===== config.mk =====
export PLATFORM = sky130hd
export DESIGN_NAME = mp2d_scan
export DESIGN_NICKNAME = d
export VERILOG_FILES = /design/src/rtl/mp2d_pkg.sv /design/src/rtl/mp2d_scan.sv
export SDC_FILE = /design/constraint.sdc
export NUM_CORES = 1
export LEC_CHECK = 0
export BUFFER_PORTS_ARGS = -buffer_cell sky130_fd_sc_hd__buf_2
export CORE_MARGIN = 3
export CORE_UTILIZATION = 55
export CTS_CLUSTER_SIZE = 12
export DETAILED_ROUTE_END_ITERATION = 8
export GPL_TIMING_DRIVEN = 1
export PLACE_DENSITY = 0.85
export RECOVER_POWER = 25
export SLEW_MARGIN = 5
export SYNTH_ARGS = -nofsm -noshare
export SYNTH_HDL_FRONTEND = slang
export SYNTH_SLANG_ARGS = --single-unit

===== constraint.sdc =====
create_clock -name clk_i -period 11.3 [get_ports clk_i]
set_input_delay 3.39 -clock clk_i [delete_from_list [all_inputs] [get_ports clk_i]]
set_output_delay 3.39 -clock clk_i [all_outputs]
set_load 0.05 [all_outputs]

===== src/rtl/mp2d_pkg.sv =====
// shared constants and types of the max pooling core
// no dependencies
package mp2d_pkg;

  // sizing
  localparam int unsigned DATA_W       = 16;
  localparam int unsigned MAX_WIDTH    = 256;
  localparam int unsigned MAX_HEIGHT   = 1024;
  localparam int unsigned MAX_CHANNELS = 16;
  localparam int unsigned MAX_POOL     = 8;

  // derived widths
  localparam int unsigned ROW_W      = $clog2(MAX_HEIGHT + 1);
  localparam int unsigned COL_W      = $clog2(MAX_WIDTH + 1);
  localparam int unsigned CHAN_W     = $clog2(MAX_CHANNELS);
  localparam int unsigned CHAN_CNT_W = $clog2(MAX_CHANNELS + 1);
  localparam int unsigned POOL_W     = $clog2(MAX_POOL + 1);
  localparam int unsigned WIN_W      = $clog2(MAX_POOL);
  localparam int unsigned OROW_W     = $clog2(MAX_HEIGHT);
  localparam int unsigned OCOL_W     = $clog2(MAX_WIDTH);
  localparam int unsigned MEM_DEPTH  = MAX_WIDTH * MAX_CHANNELS;
  localparam int unsigned MEM_AW     = $clog2(MEM_DEPTH);

  // configuration port
  localparam int unsigned CFG_DW = 11;
  localparam int unsigned CFG_IW = 3;

  // result queue
  localparam int unsigned OUT_DEPTH = 3;
  localparam int unsigned OPTR_W    = $clog2(OUT_DEPTH);
  localparam int unsigned OCNT_W    = $clog2(OUT_DEPTH + 1);

  typedef enum logic [CFG_IW-1:0] {
    REG_IN_HEIGHT = 3'd0,
    REG_IN_WIDTH  = 3'd1,
    REG_CHANNELS  = 3'd2,
    REG_POOL_ROWS = 3'd3,
    REG_POOL_COLS = 3'd4
  } reg_idx_e;

  // effective (clamped) configuration
  typedef struct packed {
    logic [ROW_W-1:0]      height;
    logic [COL_W-1:0]      width;
    logic [CHAN_CNT_W-1:0] chans;
    logic [POOL_W-1:0]     prow;
    logic [POOL_W-1:0]     pcol;
  } cfg_t;

  // stream position of the current sample
  typedef struct packed {
    logic              in_win;
    logic              first;
    logic              last_win;
    logic              frame_end;
    logic [OROW_W-1:0] orow;
    logic [OCOL_W-1:0] ocol;
    logic [CHAN_W-1:0] chan;
  } pos_t;

  // one result item
  typedef struct packed {
    logic [DATA_W-1:0] pooled;
    logic [OROW_W-1:0] orow;
    logic [OCOL_W-1:0] ocol;
    logic [CHAN_W-1:0] chan;
    logic              frame_end;
  } res_t;

endpackage


===== src/rtl/mp2d_scan.sv =====
// stream position tracker: row, column, channel and pooling window counters
// depends on mp2d_pkg
module mp2d_scan (
  input  logic          clk_i,
  input  logic          rst_ni,
  input  mp2d_pkg::cfg_t cfg_i,
  input  logic          restart_i,
  input  logic          step_i,
  output mp2d_pkg::pos_t pos_o
);
  import mp2d_pkg::*;

  logic [ROW_W-1:0]  row_q, row_d;
  logic [COL_W-1:0]  col_q, col_d;
  logic [CHAN_W-1:0] chan_q, chan_d;
  logic [WIN_W-1:0]  wrow_q, wrow_d;
  logic [WIN_W-1:0]  wcol_q, wcol_d;
  logic [OROW_W-1:0] orow_q, orow_d;
  logic [OCOL_W-1:0] ocol_q, ocol_d;
  logic [ROW_W-1:0]  rstart_q, rstart_d;
  logic [COL_W-1:0]  cstart_q, cstart_d;

  logic row_in, col_in, last_row, last_col;
  logic chan_last, col_last, row_last, wrow_last, wcol_last;

  // window fits inside the frame and is the last one on its axis
  assign row_in   = (rstart_q + ROW_W'(cfg_i.prow)) <= cfg_i.height;
  assign col_in   = (cstart_q + COL_W'(cfg_i.pcol)) <= cfg_i.width;
  assign last_row = (rstart_q + ROW_W'({cfg_i.prow, 1'b0})) > cfg_i.height;
  assign last_col = (cstart_q + COL_W'({cfg_i.pcol, 1'b0})) > cfg_i.width;

  // wrap conditions
  assign chan_last = (CHAN_CNT_W'(chan_q) + 1'b1) == cfg_i.chans;
  assign col_last  = (col_q + 1'b1) == cfg_i.width;
  assign row_last  = (row_q + 1'b1) == cfg_i.height;
  assign wrow_last = (POOL_W'(wrow_q) + 1'b1) == cfg_i.prow;
  assign wcol_last = (POOL_W'(wcol_q) + 1'b1) == cfg_i.pcol;

  assign pos_o.in_win    = row_in & col_in;
  assign pos_o.first     = (wrow_q == '0) && (wcol_q == '0);
  assign pos_o.last_win  = wrow_last & wcol_last;
  assign pos_o.frame_end = last_row & last_col & chan_last;
  assign pos_o.orow      = orow_q;
  assign pos_o.ocol      = ocol_q;
  assign pos_o.chan      = chan_q;

  // counter advance per sample
  always_comb begin
    row_d    = row_q;
    col_d    = col_q;
    chan_d   = chan_q;
    wrow_d   = wrow_q;
    wcol_d   = wcol_q;
    orow_d   = orow_q;
    ocol_d   = ocol_q;
    rstart_d = rstart_q;
    cstart_d = cstart_q;
    if (restart_i) begin
      row_d    = '0;
      col_d    = '0;
      chan_d   = '0;
      wrow_d   = '0;
      wcol_d   = '0;
      orow_d   = '0;
      ocol_d   = '0;
      rstart_d = '0;
      cstart_d = '0;
    end else if (step_i) begin
      if (chan_last) begin
        chan_d = '0;
        col_d  = col_q + 1'b1;
        if (col_in) begin
          if (wcol_last) begin
            wcol_d   = '0;
            ocol_d   = ocol_q + 1'b1;
            cstart_d = cstart_q + COL_W'(cfg_i.pcol);
          end else begin
            wcol_d = wcol_q + 1'b1;
          end
        end
        if (col_last) begin
          col_d    = '0;
          wcol_d   = '0;
          ocol_d   = '0;
          cstart_d = '0;
          row_d    = row_q + 1'b1;
          if (row_in) begin
            if (wrow_last) begin
              wrow_d   = '0;
              orow_d   = orow_q + 1'b1;
              rstart_d = rstart_q + ROW_W'(cfg_i.prow);
            end else begin
              wrow_d = wrow_q + 1'b1;
            end
          end
          // frame end: everything back to the origin
          if (row_last) begin
            row_d    = '0;
            wrow_d   = '0;
            orow_d   = '0;
            rstart_d = '0;
          end
        end
      end else begin
        chan_d = chan_q + 1'b1;
      end
    end
  end

  // counter registers
  always_ff @(posedge clk_i or negedge rst_ni) begin
    if (!rst_ni) begin
      row_q    <= '0;
      col_q    <= '0;
      chan_q   <= '0;
      wrow_q   <= '0;
      wcol_q   <= '0;
      orow_q   <= '0;
      ocol_q   <= '0;
      rstart_q <= '0;
      cstart_q <= '0;
    end else begin
      row_q    <= row_d;
      col_q    <= col_d;
      chan_q   <= chan_d;
      wrow_q   <= wrow_d;
      wcol_q   <= wcol_d;
      orow_q   <= orow_d;
      ocol_q   <= ocol_d;
      rstart_q <= rstart_d;
      cstart_q <= cstart_d;
    end
  end

endmodule


==> results_dict.tcl <==
set metrics [dict create \
    outcome "finished, violations left" \
    violations "capacitance limit, slew limit" \
    io_pins 63 \
    drt-wirelength-per-cell_um 18.9 \
    reg2reg_from "rstart_q[0]" \
    finish.utilization 0.637 \
    num_antenna_cells 0 \
    drive_above_1_share 0.134 \
    drv_cap 1 \
    grt_use_met2 0.441 \
    syn2layout_area_growth_pct 11.2 \
    row_count 38 \
    path_clk_slew_ns 0.06 \
    fin_crit_sh 0.915 \
    p_leak_nw 3.37 \
    cts_max_path_buffers 2 \
    synth_common_cells "72 x nand2_1, 68 x dfrtp_1, 65 x ha_1, 44 x nand3_1, 41 x inv_1" \
    slew_violations 69 \
    tns_ns 0 \
    startpoint "cfg_i[4]" \
    hpwl_um 12800 \
    cts.repair.resized 0 \
    die_w_um 113 \
    path_cells "buf_2 -> ha_1 -> fa_1 -> a21o_1 -> a21o_1 -> and3_1 -> nand2b_1 -> xnor2_1 -> ha_1 -> nand4_1 -> or4_1 -> o31a_1 -> nor2_1 -> and2_1 -> buf_2" \
    min_from "ocol_q[7]" \
    tightest_slew_ns 3.84 \
    seqCellArea_mm2 0.00170 \
    cp.arrival_ns 6.95 \
    final-hold-violation-count 0 \
    antenna_found_initial 0 \
    hp-class "register to register" \
    grt_setup_unrepaired "no" \
    maxClockFrequency_mhz 96.7 \
    synth.most_common_cell "nand2_1" \
    p_per_area_mw_per_mm2 108 \
    cp_slowest_cell "or4_1" \
    grt_pass1_wl_um 28600 \
    cts_root_buffer "clkbuf_16" \
    grt_most_used_layer "met2" \
    wl_um 17500 \
    cpPeakStageDelay_ns 0.57 \
    synth_area_per_cell_um2 8.56 \
    syn_nets 844 \
    startpoint_type "primary input" \
    period_minus_slack_ns 10.34 \
    dieArea_mm2 0.0128 \
    place_congestion 0.912 \
    synth_area_leaders "dfrtp_1 27%, ha_1 13%, xnor2_1 4.7%" \
    synth_edf_count 0 \
    numCtsBuffers 9 \
    worstPathRequired_ns 7.91 \
    drtIter0Drc 597 \
    cts_hold_buf 0 \
    grt_pass1_vias 5903 \
    cts_sinks 68 \
    portBuffers 62 \
    grt_overflow 0 \
    ys_async_sr_fraction 1.00 \
    fin_area_mm2 0.00703 \
    syn_inst 738 \
    synth_top_area_cell "dfrtp_1" \
    netlist_area_mm2 0.00632 \
    synthFlopType "dfrtp_1" \
    start_util 0.573 \
    relSlewSlack -1.56 \
    ys_ff_latch 68 \
    grt.total_usage 0.270 \
    placed_area_mm2 0.00668 \
    worstSetupPathType "primary input to primary output" \
    drt_first_pass_iters 5 \
    final-setup-viol-count 0 \
    crit_family "simple AND/OR/NAND/NOR gates" \
    crit_buf_inv 2 \
    core_area_mm2 0.0110 \
    multi_input_area_mm2 0.00430 \
    dr_total_vias 6086 \
    clk_latency_ns 0.34 \
    cts_tree "yes" \
    irDropWorstVdd_v 0.0000760 \
    ant_nets 0 \
    die_h_um 113 \
    ys_seq_area_frac 0.269 \
    met1_usage 0.359 \
    drc 0 \
    num-nets-final 887 \
    grt_max_degree 69 \
    ys_warn_count 0 \
    cts_max_level 3 \
    fillers 936 \
    yosysTopAreaCellShare 0.269 \
    synth_cell_types 79 \
    path_max_fanout 5 \
    fin_skew_ns 0.00785 \
    postCtsSetupBuffers 0 \
    hold_ws_ns 0.492 \
    end_kind "primary output" \
    viasPerCell 6.57 \
    use_met3 0.0529 \
]
## stage by stage
stage / instances / setup WS [ns] / power, W
4_1_cts: 926 / 0.999 / 0.000758
3_3_place_gp: 910 / 1.12 / 0.000415
5_1_grt: 926 / 0.725 / 0.000789
6_report: 926 / 0.961 / 0.000756
2_1_floorplan: 738 / 1.18 / 0.000373
3_5_place_dp: 910 / 1.03 / 0.000421
## per-layer routing
metal  up-vias  wire length, um
met2       251             8220
met1      2981             7560
met3        43             1290
met4         0              385
met5         -                0
li1       2811                -
## where the power goes
group | internal (W) | switching (W) | leakage (nW)
Combinational | 0.0000575 | 0.0000988 | 2.26
Clock | 0.000223 | 0.000113 | 0.170
Sequential | 0.000252 | 0.0000120 | 0.943
Total | 0.000532 | 0.000224 | 3.37
## final cells by class
class                   instances  area share
repair buffers                 67      0.0490
clock inverters                 5      0.0153
clock buffers                  11      0.0346
inverters                      42      0.0224
flip-flops and latches         68       0.242
well taps                     140      0.0249
multi-input cells             593       0.612
## logic make-up (layout without fill, tap and decap cells)
logic type,Yosys count,after routing,synth area share
compound gates,184,184,0.213
xor+xnor,61,61,0.0846
fa+ha+maj,69,69,0.141
buf+inv,77,125,0.0511
flops,68,68,0.269
mux,8,8,0.0127
simple gates,271,271,0.228
## worst register-to-register path, stage by stage, from the launching register on
cell and delay [ns]:
dfrtp_1 0.40, ha_1 0.23, fa_1 0.43, a21o_1 0.22
a21o_1 0.22, and3_1 0.28, nand2b_1 0.13, xnor2_1 0.09
ha_1 0.30, nand4_1 0.16, or4_1 0.57, o31a_1 0.18
nor3_2 0.30, buf_4 0.29, a21oi_2 0.12, nor2_4 0.36
mux2i_1 0.25
## flip-flops by register name, summed over array words and instances, names as in the netlist, 4 cells and up
name / count
chan_q: 4
col_q: 9
rstart_q: 11
ocol_q: 8
cstart_q: 9
orow_q: 10
row_q: 11
## final timing paths
kind | endpoint | slack, ns | cells past startpoint
max | pos_o[25] | 0.96 | 15
min | ocol_q[7] | 0.49 | 1
max reg2reg | rstart_q[7] | 6.70 | 16
min reg2reg | ocol_q[7] | 0.49 | 1
max in group asynchronous | ocol_q[1] | 4.66 | 2
min in group asynchronous | col_q[2] | 4.48 | 2
## cells in the final DEF, fill, tap and decap left out, types with 4 or more instances in the layout
master     Yosys  layout
nand2_1       72      72
dfrtp_1       68      68
ha_1          65      65
buf_2         12      62
nand3_1       44      44
inv_1         41      41
xnor2_1       34      34
o21ai_0       32      32
nor2_1        31      31
a21oi_1       29      29
xor2_1        27      27
nand4_1       21      21
a31oi_1       18      18
and3_1        17      17
nor2b_1       16      16
nor3_1        14      13
o31ai_1       11      11
a21o_1        10      10
nand2b_1       9       9
and2_1         9       9
a32o_1         9       9
clkbuf_16      0       9
o21a_1         8       8
mux2i_1        8       8
or4_1          7       7
o211ai_1       6       6
a21boi_0       5       5
o2111ai_1      4       4
a211oi_1       4       4
o32ai_1        4       4
fa_1           4       4
buf_4          1       4
No activity file was read; power rests on OpenSTA's default activity.
